===== src/rtl/tsbc_pkg.sv =====
`default_nettype none

package tsbc_pkg;

    localparam int unsigned VERTEX_SLOTS_DEF = 1024;
    localparam int unsigned COORD_FRAC_BITS  = 8;

    localparam int unsigned COORD_W   = 24;
    localparam int unsigned IDX_W     = 32;
    localparam int unsigned SLOT_W    = 10;
    localparam int unsigned FRAME_W   = 13;
    localparam int unsigned LIMIT_W   = 11;
    localparam int unsigned BOX_LO_W  = 15;
    localparam int unsigned BOX_HI_W  = 16;
    localparam int unsigned AREA_W    = 52;

    localparam int unsigned CMD_DEPTH = 4;
    localparam int unsigned OUT_DEPTH = 4;

    localparam int unsigned PADDR_W   = 5;
    localparam int unsigned PDATA_W   = 32;

    typedef enum logic [2:0] {
        REG_FRAME_WIDTH     = 3'd0,
        REG_FRAME_HEIGHT    = 3'd1,
        REG_VERTEX_LIMIT    = 3'd2,
        REG_CULL_ENABLE     = 3'd3,
        REG_CLOCKWISE_FRONT = 3'd4
    } t_reg_idx;

    typedef enum logic {
        KIND_LOAD = 1'b0,
        KIND_TRI  = 1'b1
    } t_kind;

    typedef enum logic [1:0] {
        RD_IDLE,
        RD_B,
        RD_C,
        RD_CAP
    } t_rd_state;

    typedef struct packed {
        logic [FRAME_W-1:0] frame_width;
        logic [FRAME_W-1:0] frame_height;
        logic [LIMIT_W-1:0] vertex_limit;
        logic               cull_enable;
        logic               clockwise_front;
    } t_cfg;

    typedef struct packed {
        logic is_tri;
        logic bad_index;
        logic last;
    } t_cmd_ctl;

    typedef struct packed {
        logic                      finite;
        logic signed [COORD_W-1:0] y;
        logic signed [COORD_W-1:0] x;
    } t_vertex;

    typedef struct packed {
        logic                status;
        logic                candidate;
        logic [BOX_LO_W-1:0] box_x0;
        logic [BOX_HI_W-1:0] box_x1;
        logic [BOX_LO_W-1:0] box_y0;
        logic [BOX_HI_W-1:0] box_y1;
        logic [AREA_W-1:0]   twice_area;
        logic                batch_last;
    } t_result;

endpackage

`default_nettype wire


===== src/rtl/tsbc_fifo.sv =====
`default_nettype none

module tsbc_fifo #(
    parameter int unsigned WIDTH = 1,
    parameter int unsigned DEPTH = 2
) (
    input  wire logic             i_clk,
    input  wire logic             i_rst_n,
    input  wire logic             i_push,
    input  wire logic [WIDTH-1:0] i_data,
    input  wire logic             i_pop,
    output logic      [WIDTH-1:0] o_data,
    output logic                  o_empty,
    output logic                  o_full
);

    localparam int unsigned PTR_W = (DEPTH > 1) ? $clog2(DEPTH) : 1;
    localparam int unsigned CNT_W = $clog2(DEPTH + 1);

    logic [WIDTH-1:0] r_mem [DEPTH];
    logic [PTR_W-1:0] r_wr_ptr;
    logic [PTR_W-1:0] r_rd_ptr;
    logic [CNT_W-1:0] r_count;
    logic             wr_en;
    logic             rd_en;

    assign o_empty = (r_count == '0);
    assign o_full  = (r_count == CNT_W'(DEPTH));
    assign wr_en   = i_push && !o_full;
    assign rd_en   = i_pop && !o_empty;
    assign o_data  = r_mem[r_rd_ptr];

    always_ff @(posedge i_clk) begin
        if (wr_en) begin
            r_mem[r_wr_ptr] <= i_data;
        end
    end

    always_ff @(posedge i_clk) begin
        if (!i_rst_n) begin
            r_wr_ptr <= '0;
            r_rd_ptr <= '0;
            r_count  <= '0;
        end else begin
            if (wr_en) begin
                r_wr_ptr <= (r_wr_ptr == PTR_W'(DEPTH - 1)) ? '0 : r_wr_ptr + 1'b1;
            end
            if (rd_en) begin
                r_rd_ptr <= (r_rd_ptr == PTR_W'(DEPTH - 1)) ? '0 : r_rd_ptr + 1'b1;
            end
            if (wr_en && !rd_en) begin
                r_count <= r_count + 1'b1;
            end else if (rd_en && !wr_en) begin
                r_count <= r_count - 1'b1;
            end
        end
    end

endmodule

`default_nettype wire


===== src/rtl/tsbc_front.sv =====
`default_nettype none

module tsbc_front #(
    parameter int unsigned VERTEX_SLOTS = tsbc_pkg::VERTEX_SLOTS_DEF,
    localparam int unsigned ADDR_W = $clog2(VERTEX_SLOTS)
) (
    input  wire logic                                    i_clk,
    input  wire logic                                    i_rst_n,
    input  wire tsbc_pkg::t_cfg                          i_cfg,
    input  wire logic                                    i_push,
    output logic                                         o_full,
    input  wire logic                                    i_kind,
    input  wire logic        [tsbc_pkg::SLOT_W-1:0]      i_vertex_slot,
    input  wire logic signed [tsbc_pkg::COORD_W-1:0]     i_vertex_x,
    input  wire logic signed [tsbc_pkg::COORD_W-1:0]     i_vertex_y,
    input  wire logic                                    i_vertex_finite,
    input  wire logic signed [tsbc_pkg::IDX_W-1:0]       i_corner_a,
    input  wire logic signed [tsbc_pkg::IDX_W-1:0]       i_corner_b,
    input  wire logic signed [tsbc_pkg::IDX_W-1:0]       i_corner_c,
    input  wire logic                                    i_batch_end,
    output logic                                         o_cmd_valid,
    output tsbc_pkg::t_cmd_ctl                           o_cmd_ctl,
    output logic             [2:0][ADDR_W-1:0]           o_cmd_addr,
    output tsbc_pkg::t_vertex                            o_cmd_vertex,
    input  wire logic                                    i_cmd_pop
);

    localparam int unsigned CMD_W =
        $bits(tsbc_pkg::t_cmd_ctl) + 3 * ADDR_W + $bits(tsbc_pkg::t_vertex);

    // An index is usable only if it is non-negative and below both the
    // programmed vertex count and the store depth.
    function automatic logic index_ok(input logic [tsbc_pkg::IDX_W-1:0] idx,
                                      input logic [tsbc_pkg::LIMIT_W-1:0] limit);
        logic below_limit;
        logic below_depth;
        below_limit = idx < tsbc_pkg::IDX_W'(limit);
        below_depth = idx < tsbc_pkg::IDX_W'(VERTEX_SLOTS);
        return !idx[tsbc_pkg::IDX_W-1] && below_limit && below_depth;
    endfunction

    tsbc_pkg::t_cmd_ctl  ctl;
    tsbc_pkg::t_vertex   vertex;
    logic [2:0][ADDR_W-1:0] addr;
    logic                is_tri;
    logic                slot_ok;
    logic                all_ok;
    logic                accept;
    logic                enqueue;
    logic                cmd_empty;
    logic [CMD_W-1:0]    cmd_wdata;
    logic [CMD_W-1:0]    cmd_rdata;

    assign is_tri  = (tsbc_pkg::t_kind'(i_kind) == tsbc_pkg::KIND_TRI);
    assign slot_ok = tsbc_pkg::IDX_W'(i_vertex_slot) < tsbc_pkg::IDX_W'(VERTEX_SLOTS);
    assign all_ok  = index_ok(i_corner_a, i_cfg.vertex_limit)
                  && index_ok(i_corner_b, i_cfg.vertex_limit)
                  && index_ok(i_corner_c, i_cfg.vertex_limit);

    assign accept  = i_push && !o_full;
    // Loads aimed beyond the store are taken and dropped here.
    assign enqueue = accept && (is_tri || slot_ok);

    always_comb begin
        ctl.is_tri    = is_tri;
        ctl.bad_index = is_tri && !all_ok;
        ctl.last      = i_batch_end;
        vertex.finite = i_vertex_finite;
        vertex.x      = i_vertex_x;
        vertex.y      = i_vertex_y;
        addr[0]       = is_tri ? ADDR_W'(i_corner_a) : ADDR_W'(i_vertex_slot);
        addr[1]       = ADDR_W'(i_corner_b);
        addr[2]       = ADDR_W'(i_corner_c);
    end

    assign cmd_wdata = {ctl, addr, vertex};

    tsbc_fifo #(
        .WIDTH (CMD_W),
        .DEPTH (tsbc_pkg::CMD_DEPTH)
    ) u_cmd_fifo (
        .i_clk   (i_clk),
        .i_rst_n (i_rst_n),
        .i_push  (enqueue),
        .i_data  (cmd_wdata),
        .i_pop   (i_cmd_pop),
        .o_data  (cmd_rdata),
        .o_empty (cmd_empty),
        .o_full  (o_full)
    );

    assign o_cmd_valid = !cmd_empty;
    assign {o_cmd_ctl, o_cmd_addr, o_cmd_vertex} = cmd_rdata;

endmodule

`default_nettype wire


===== config.mk =====
export PLATFORM = sky130hd
export DESIGN_NAME = tsbc_front
export DESIGN_NICKNAME = d
export VERILOG_FILES = /design/src/rtl/tsbc_pkg.sv /design/src/rtl/tsbc_fifo.sv /design/src/rtl/tsbc_front.sv
export SDC_FILE = /design/constraint.sdc
export NUM_CORES = 1
export LEC_CHECK = 0
export BUFFER_PORTS_ARGS = -buffer_cell sky130_fd_sc_hd__clkbuf_2
export CAP_MARGIN = 20
export CORE_MARGIN = 5
export CORE_UTILIZATION = 58
export CTS_CLUSTER_DIAMETER = 30
export DETAILED_ROUTE_END_ITERATION = 12
export PLACE_DENSITY = 0.92
export RECOVER_POWER = 25
export SLEW_MARGIN = 40
export SYNTH_ARGS = -nofsm -noshare
export SYNTH_HDL_FRONTEND = slang
export SYNTH_SLANG_ARGS = --single-unit
export TNS_END_PERCENT = 30

===== constraint.sdc =====
create_clock -name i_clk -period 10.22 [get_ports i_clk]
set_input_delay 2.044 -clock i_clk [delete_from_list [all_inputs] [get_ports i_clk]]
set_output_delay 2.044 -clock i_clk [all_outputs]
set_load 0.005 [all_outputs]

==> metrics.txt, run 1 <==
Leak 0.00597 uW; FF+latch area 10000 sq um; Distinct cells, synth 42; top-area cell type share of the netlist area 74.5%; Synth area leader edfxtp_1; hold slack final 0.520 ns; Synth Net Count 833; Crit Path Max Fanout 45; CTS root buffer clkbuf_16; Final Slew Violations 0; worst-case reg-to-reg path depth 8; mapped cell area 13200 sq um; final setup vio count 0; most frequent cells in the layout 328 x edfxtp_1, 206 x clkbuf_2, 82 x mux4_2; postcts setup bufs 0; first-pass GRT wire length 47000 um; CTS tree built; family with the most delay on the worst path buffers and inverters; met3 Track Usage GR 4.90%; hold path startpoint u_cmd_fifo.r_rd_ptr[1]; Iter 0 DRT Violations 507; fillers 1312; Sum Neg Setup Slack 0 ns; post-detailed-route count of antenna-violating nets 0; antenna violations before repair 0; RSZ-0062 raised after global routing false; Ant. Diodes 0; startpoint types flip-flop; gr usage total 24.2%; Sinks on Clock Net 337; fraction of layout cells with a size suffix above 1 43.3%; ys async rst share 0%; Synth Area in Adders 3.56%; CP Cell Sequence buf_4 -> mux4_2 -> clkbuf_2; GPL Wtd Cong 0.874; xor and xnor area share after synthesis 0.133%; Port Buffers 255; Final Cycle Share 45.4%; Hold Crit Class flip-flop to flip-flop; post-place instance area 14900 sq um; Mean Syn Cell Area 22.2 sq um; slowest cell on the critical path dfxtp_4; hpwl dp 19300 um; largest family of logic cells by synthesized area multiplexers; CTS buffer count 53; Synth Flop Type edfxtp_1; register bit total from synthesis 337; Clk pin slew, worst setup/hold paths 0.06 ns; Post-Synthesis Cells 596; vias per cell 5.95; P&R area growth vs syn 26.5%; PD cells 258 nW/um^2; status finished clean; top post-synthesis cells by area edfxtp_1 75%, mux4_2 14%, ha_1 3.4%; Fmax 216 MHz; gr ovfl total 0; Die Y 161 um; Worst-Margin Slew 0.754 ns; Final Instance Area 16700 sq um; Clock Tree Buf Depth 3; Max transition margin 49.7%; sequential share of the synthesized area 75.9%; Initial Util 58.6%; DR DRC count 0; die width 161 um; min cycle time layout 4.64 ns; Worst Path Required 8.18 ns; Simple-Gate Fraction of Synth Area 3.07%; Fin Clk Skew 0.0239 ns; # resized after CTS 0; met1 Resource Use GR 29.9%; final core utilization 74.1%; WP buf/inv 2; Reg-to-Reg Start u_cmd_fifo.r_count[0]; YS warnings 0; die area 25900 sq um; I/O pins 284; met2 Use GR 43.2%; Crit. End Element primary output; max-cap violation count 0; post-synthesis mux area share 15.0%; Setup CP Type flip-flop to primary output; r2r setup slk 7.53 ns; final hold violation count 0; core box area 22600 sq um; largest net degree at the start of global routing 65; Compound-Gate Fraction of Synth Area 1.26%; Routed WL 30700 um; wire length per cell 25.1 um; H-tree levels 2; r2r endpoint u_cmd_fifo.r_count[2]; VDD IR max 0.156 mV; multi-input logic area 3060 sq um; gr busiest metal met2; number of global-route vias before repair 8004; most common cell after layout, fill and taps aside edfxtp_1; Post-CTS Hold Fix Bufs 0; CP max stage delay 0.71 ns; latest clock arrival within the worst-skew pair 0.54 ns; critical path arrival 2.59 ns; via count 7282; First-pass DRT Iterations 7; hold depth 2; Net count, final 1131; EDFF count, synth 328; Rows 55
sequential cells by signal (all words and copies together), names as in the netlist, named ones only:
register	count
u_cmd_fifo.r_mem	328
u_cmd_fifo.r_wr_ptr	2
u_cmd_fifo.r_rd_ptr	2
u_cmd_fifo.r_count	3
logic make-up after synthesis:
family,after synthesis
and+or+nand+nor,66
muxes,95
DFF,337
AOI/OAI and AO/OA,24
adders and majority gates,37
xor gates and xnor gates,2
buffers and inverters,35
per-layer routing:
metal | share of wire [%] | routed length (um)
met5 | 0 | 0
met4 | 3.3 | 1020
met3 | 7.2 | 2220
met2 | 53 | 16400
met1 | 36 | 11100
Yosys cell counts, drive strengths merged, types with 7 or more instances:
master  number
o21ai        8
inv         15
edfxtp     328
mux2        10
clkbuf       9
nand4        7
nand2       10
ha          36
mux4        82
buf         11
nor4        17
dfxtp        9
worst max path at each step:
stage,slack [ns],depth (start not counted),start,to
global placement,5.60,3,flip-flop,o_cmd_vertex[22]
CTS,5.50,4,flip-flop,o_cmd_vertex[18]
finish,5.58,3,flip-flop,o_cmd_addr[19]
global route,5.39,4,flip-flop,o_cmd_vertex[25]
floorplan,5.43,3,i_push,u_cmd_fifo.r_mem[0][0]
detailed placement,6.11,4,flip-flop,o_cmd_vertex[29]
worst register-to-register path, cell delays in order (launching register included):
cell and delay, ns:
dfxtp_1 0.43, nor3b_1 0.13, nor2b_1 0.57, ha_1 0.35, inv_1 0.08, fa_1 0.39
xor2_1 0.18, or3_1 0.30, a21boi_0 0.16
through the flow:
stage / worst slack, ns / cells / total power (uW)
final: 5.58 / 1223 / 4320
after global routing: 5.39 / 1223 / 4500
after CTS: 5.50 / 1223 / 4370
after detailed placement: 6.11 / 1124 / 2480
after global placement: 5.60 / 1122 / 2430
after floorplan: 5.43 / 596 / 2160
power by group:
part           switching, uW  total, uW  internal [uW]  leakage, uW
sequential              64.1       1740           1670      0.00308
clock                    632       1870           1240     0.000925
combinational            353        713            359      0.00197
total                   1050       4320           3270      0.00597
layout make-up:
type / instances / share of cell area (%)
clock buffer: 57 / 8.27
multi-input combinational: 224 / 18.3
sequential: 337 / 60.0
inverter: 15 / 0.337
tap: 285 / 2.13
timing repair buffer: 263 / 7.86
clock inverter: 42 / 3.10
(Power assumes the default switching activity.)
==> inputs of run 2 (changes only) <==
--- a/config.mk
+++ b/config.mk
@@ -8,10 +8,10 @@
 export BUFFER_PORTS_ARGS = -buffer_cell sky130_fd_sc_hd__clkbuf_2
 export CAP_MARGIN = 20
 export CORE_MARGIN = 5
-export CORE_UTILIZATION = 58
+export CORE_UTILIZATION = 54
 export CTS_CLUSTER_DIAMETER = 30
 export DETAILED_ROUTE_END_ITERATION = 12
-export PLACE_DENSITY = 0.92
+export PLACE_DENSITY = 0.87
 export RECOVER_POWER = 25
 export SLEW_MARGIN = 40
 export SYNTH_ARGS = -nofsm -noshare
==> constraint.sdc (replaced) <==
create_clock -name i_clk -period 4.8 [get_ports i_clk]
set_input_delay 0.96 -clock i_clk [delete_from_list [all_inputs] [get_ports i_clk]]
set_output_delay 0.96 -clock i_clk [all_outputs]
set_load 0.005 [all_outputs]
==> metrics.txt, run 2 (synthesized netlist as in run 1, its figures left out) <==
Fmax 287 MHz; Sum Neg Setup Slack 0 ns (unchanged); Fin Clk Skew 0.0164 ns (-0.00751 ns); via count 7338 (+0.77%); post-place instance area 15000 sq um (+0.88%); Worst Path Required 3.84 ns (-4.34 ns); Setup WS pre-CTS 1.81 ns (-4.30 ns); P&R area growth vs syn 28.2%; Sinks on Clock Net 337 (unchanged); Final Instance Area 17000 sq um (+1.4%); # resized after CTS 0 (unchanged); Setup CP Type flip-flop to primary output; most frequent cells in the layout 328 x edfxtp_1, 204 x clkbuf_2, 82 x mux4_2; Crit Path Max Fanout 24 (-47%); antenna violations before repair 2 (+2); Power Internal 7040 uW (+110%); Reg power frac 39.6% (-0.6 points); CP Cell Sequence buf_12 -> buf_4 -> mux4_2 -> clkbuf_2; final setup vio count 0 (unchanged); CTS tree built; Clk pin slew, worst setup/hold paths 0.05 ns (about the same); worst-case reg-to-reg path depth 8 (unchanged); first-pass GRT wire length 47400 um (+0.93%); status finished clean; gr usage total 22.5% (-1.8 points); Crit. End Element primary output; WP buf/inv 3 (+1); Net count, final 1140 (+0.80%); Worst-Margin Slew 0.720 ns (-0.0337 ns); min cycle time layout 3.49 ns; Iter 0 DRT Violations 575 (+13%); CTS root buffer clkbuf_16; core box area 24200 sq um (+7.4%); Final Slew Violations 0 (unchanged); hold depth 2 (unchanged); latest clock arrival within the worst-skew pair 0.55 ns (about the same); final hold violation count 0 (unchanged); Regs by FF count u_cmd_fifo.r_mem: 328 flops, u_cmd_fifo.r_count: 3 flops; Most flops, register u_cmd_fifo.r_mem; Clock Tree Buf Depth 3 (unchanged); gr ovfl total 0 (unchanged); die width 166 um (+3.4%); Die Y 166 um (+3.4%); slowest cell on the critical path dfxtp_4; Combinational Power Share 16.5% (about the same); critical path arrival 2.53 ns (-0.06 ns); setup ws final 1.31 ns (-4.27 ns); Port Buffers 255 (unchanged); First-pass DRT Iterations 5 (-2); Leak 0.00604 uW (+1.1%); family with the most delay on the worst path buffers and inverters; max reg flops 328 (unchanged); fraction of layout cells with a size suffix above 1 43.6% (+0.30 points); die area 27700 sq um (+6.9%); Rows 57 (+3.6%); largest net degree at the start of global routing 60 (-7.7%); Initial Util 54.5% (-4.0 points); Final Cycle Share 72.6%; Hold Crit Class flip-flop to flip-flop; number of global-route vias before repair 7890 (-1.4%); max-cap violation count 0 (unchanged); startpoint types flip-flop; PD cells 550 nW/um^2 (+110%); fillers 1537 (+17%); Switching Power 2290 uW (+120%); Sw Ratio 24.5% (+0.26 points); DR DRC count 0 (unchanged); post-detailed-route count of antenna-violating nets 0 (unchanged); vias per cell 5.76 (-3.3%); CP max stage delay 0.61 ns (-0.10 ns); H-tree levels 2 (unchanged); VDD IR max 0.332 mV (+110%); Routed WL 31000 um (+0.84%); most common cell after layout, fill and taps aside edfxtp_1; clock network fraction of design power 43.9% (+0.6 points); hpwl dp 19900 um (+2.8%); RSZ-0062 raised after global routing false; GPL Wtd Cong 0.913 (+4.4%); wire length per cell 24.3 um (-3.3%); Reg-to-Reg Start u_cmd_fifo.r_count[0]; hold path startpoint u_cmd_fifo.r_rd_ptr[1]; r2r endpoint u_cmd_fifo.r_count[2]; I/O pins 284 (unchanged); CTS buffer count 59 (+11%); Max transition margin 51.5% (+1.8 points); r2r setup slk 2.40 ns (-5.13 ns); Post-CTS Hold Fix Bufs 0 (unchanged); postcts setup bufs 0 (unchanged)
## run 2: how the worst max path moves through the flow
stage                    from                     end  slack [ns]  depth (start not counted)
floorplan              i_push  u_cmd_fifo.r_mem[1][0]        1.10                          3
detailed placement     i_push   u_cmd_fifo.r_count[2]        1.81                          8
global route        flip-flop         o_cmd_vertex[0]        1.13                          4
finish              flip-flop         o_cmd_vertex[0]        1.31                          4
CTS                 flip-flop        o_cmd_vertex[23]        1.23                          4
global placement    flip-flop        o_cmd_vertex[30]        1.69                          3
## run 2: metal layers
layer,vias up,track usage [%],part of all wire (%)
met2,423,37.5,51
met4,2,8.32,3.5
met3,75,5.66,8.4
met5,-,0,0.042
li1,3177,-,-
met1,3661,28.9,37
## run 2: final cells by class
type / count / area [sq um] / area share [%]
Inverter: 15 / 56.3 / 0.332
Timing Repair Buffer: 266 / 1400 / 8.23
Clock inverter: 45 / 464 / 2.74
Sequential cell: 337 / 10000 / 59.2
Antenna cell: 1 / 2.50 / 0.0148
Multi-Input combinational cell: 224 / 3060 / 18.0
Tap cell: 324 / 405 / 2.39
Clock buffer: 63 / 1530 / 9.05
## run 2: worst reg2reg max path: stages (launching register included)
cell	delay (ns)
dfxtp_1	0.41
nor3b_1	0.10
nor2b_1	0.47
ha_1	0.29
inv_1	0.06
fa_1	0.37
xor2_1	0.17
or3_1	0.30
a21boi_0	0.17
## run 2: power by group through the flow
| stage | logic, uW | registers [uW] | clock network, uW |
|---|---|---|---|
| floorplan | 914 | 3680 | 0 |
| global placement | 1430 | 3790 | 0 |
| detailed placement | 1560 | 3740 | 0 |
| CTS | 1580 | 3700 | 4160 |
| global route | 1670 | 3720 | 4330 |
| finish | 1540 | 3690 | 4100 |
## run 2: per-stage QoR
step	power (uW)	hold slack (ns)	utilization, %	std cells
finish	9330	0.516	69.9	1275
global route	9710	0.554	69.9	1275
CTS	9440	0.519	70.2	1274
detailed placement	5300	0.490	61.9	1166
global placement	5220	0.486	61.7	1163
floorplan	4600	0.467	-	596
==> inputs of run 3 (changes only) <==
==> constraint.sdc (replaced) <==
create_clock -name i_clk -period 3.4 [get_ports i_clk]
set_input_delay 0.68 -clock i_clk [delete_from_list [all_inputs] [get_ports i_clk]]
set_output_delay 0.68 -clock i_clk [all_outputs]
set_load 0.005 [all_outputs]
==> metrics.txt, run 3 (synthesized netlist as in run 1, its figures left out) <==
status finished clean; Clock Tree Buf Depth 3 (unchanged); PD cells 751 nW/um^2 (+37%); Setup CP Type flip-flop to primary output; hold path startpoint i_vertex_y[15]; post-detailed-route count of antenna-violating nets 0 (unchanged); Routed WL 29600 um (-4.5%); critical path arrival 2.23 ns (-0.30 ns); final hold violation count 0 (unchanged); max-cap violation count 0 (unchanged); CTS tree built; Leak 0.00597 uW (-1.1%); First-pass DRT Iterations 5 (unchanged); vias per cell 5.68 (-1.4%); CP max stage delay 0.64 ns (+0.03 ns); most frequent cells in the layout 328 x edfxtp_1, 205 x clkbuf_2, 82 x mux4_2; final core utilization 69.4% (-0.55 points); Final Slew Violations 0 (unchanged); die area 27700 sq um (unchanged); gr usage total 21.4% (-1.0 points); I/O pins 284 (unchanged); via count 7227 (-1.5%); multi-input logic area 3060 sq um (unchanged); first-pass GRT wire length 45400 um (-4.2%); Sinks on Clock Net 337 (unchanged); CP Cell Sequence buf_12 -> mux4_2 -> clkbuf_2; antenna violations before repair 0 (-2); Worst-Margin Slew 0.758 ns (+0.0374 ns); worst-case reg-to-reg path depth 8 (unchanged); P&R area growth vs syn 27.2%; Clk pin slew, worst setup/hold paths 0.05 ns (about the same); most common cell after layout, fill and taps aside edfxtp_1; slowest cell on the critical path dfxtp_4; Reg-to-Reg Start u_cmd_fifo.r_count[0]; Crit. End Element primary output; Crit. path cell count 3 (-1); Initial Util 54.5% (unchanged); Rows 57 (unchanged); WP buf/inv 2 (-1); family with the most delay on the worst path flip-flops; largest net degree at the start of global routing 49 (-18%); Die Y 166 um (unchanged); Hold Crit Class input pin to flip-flop; min cycle time layout 2.91 ns; Fmax 343 MHz; fillers 1541 (+0.26%); Iter 0 DRT Violations 635 (+10%); hold depth 1 (-1); Net count, final 1140 (unchanged); Ant. Diodes 0 (-1); post-layout power 12600 uW (+35%); max reg flops 328 (unchanged); die width 166 um (unchanged); hpwl dp 20100 um (+1.0%); Crit Path Max Fanout 26 (+8.3%); Final Cycle Share 85.7%; latest clock arrival within the worst-skew pair 0.54 ns (about the same); GPL Wtd Cong 0.888 (-2.7%); CTS root buffer clkbuf_16; postcts setup bufs 0 (unchanged); Most flops, register u_cmd_fifo.r_mem; Port Buffers 255 (unchanged); CTS buffer count 55 (-6.8%); FF+latch area 10000 sq um (unchanged); number of global-route vias before repair 7811 (-1.0%); VDD IR max 0.417 mV (+26%); # resized after CTS 0 (unchanged); Max transition margin 49.0% (-2.5 points); Regs by FF count u_cmd_fifo.r_mem: 328 flops, u_cmd_fifo.r_count: 3 flops; Post-CTS Hold Fix Bufs 0 (unchanged); DR DRC count 0 (unchanged); final setup vio count 0 (unchanged); Fin Clk Skew 0.0233 ns (+0.00697 ns); Worst Path Required 2.72 ns (-1.12 ns); H-tree levels 2 (unchanged); gr ovfl total 0 (unchanged); startpoint types flip-flop; fraction of layout cells with a size suffix above 1 44.0% (+0.47 points); core box area 24200 sq um (unchanged); wire length per cell 23.3 um (-4.4%); RSZ-0062 raised after global routing false; hold slack final 0.393 ns (-0.123 ns)
run 3: worst register-to-register path, delay by kind of cell, from the launching register on:
family                     cells  cell delay [ns]
and+or+nand+nor                3             0.88
adders and majority gates      2             0.57
DFF                            1             0.35
xor gates and xnor gates       1             0.18
AOI/OAI and AO/OA              1             0.16
buffers and inverters          1             0.06
run 3: path summary, 6_finish.rpt:
check	end	slack [ns]
min	u_cmd_fifo.r_mem[3][39]	0.39
max reg2reg	u_cmd_fifo.r_count[2]	1.12
max	o_cmd_vertex[18]	0.49
min reg2reg	flip-flop	0.50
run 3: per-stage QoR:
step           setup TNS [ns]  setup slack (ns)  std cells  instance area, sq um
2_1_floorplan           -3.46           -0.0211        596                 13200
6_report                    0             0.487       1273                 16800
5_1_grt                     0             0.342       1273                 16800
4_1_cts                     0             0.421       1273                 16900
3_5_place_dp                0             0.707       1170                 15100
3_3_place_gp                0             0.728       1170                 15100
run 3: power by group:
part / internal (uW) / leakage (uW) / switching, uW
sequential: 5030 / 0.00308 / 177
combinational: 1120 / 0.00202 / 1080
clock: 3300 / 0.000866 / 1930
run 3: area by class of cell:
| class | count | share of cell area [%] |
|---|---|---|
| inverter | 15 | 0.335 |
| multi-input combinational | 224 | 18.2 |
| timing repair buffer | 270 | 8.63 |
| clock buffer | 60 | 8.42 |
| clock inverter | 43 | 2.34 |
| sequential | 337 | 59.7 |
| tap | 324 | 2.41 |
run 3: routing by layer:
metal / track usage, % / share of wire [%] / up-vias
li1: - / - / 3171
met1: 27.9 / 38 / 3634
met2: 36.9 / 53 / 372
met3: 4.15 / 6.9 / 50
met4: 6.94 / 2.7 / 0
met5: 0 / 0 / -
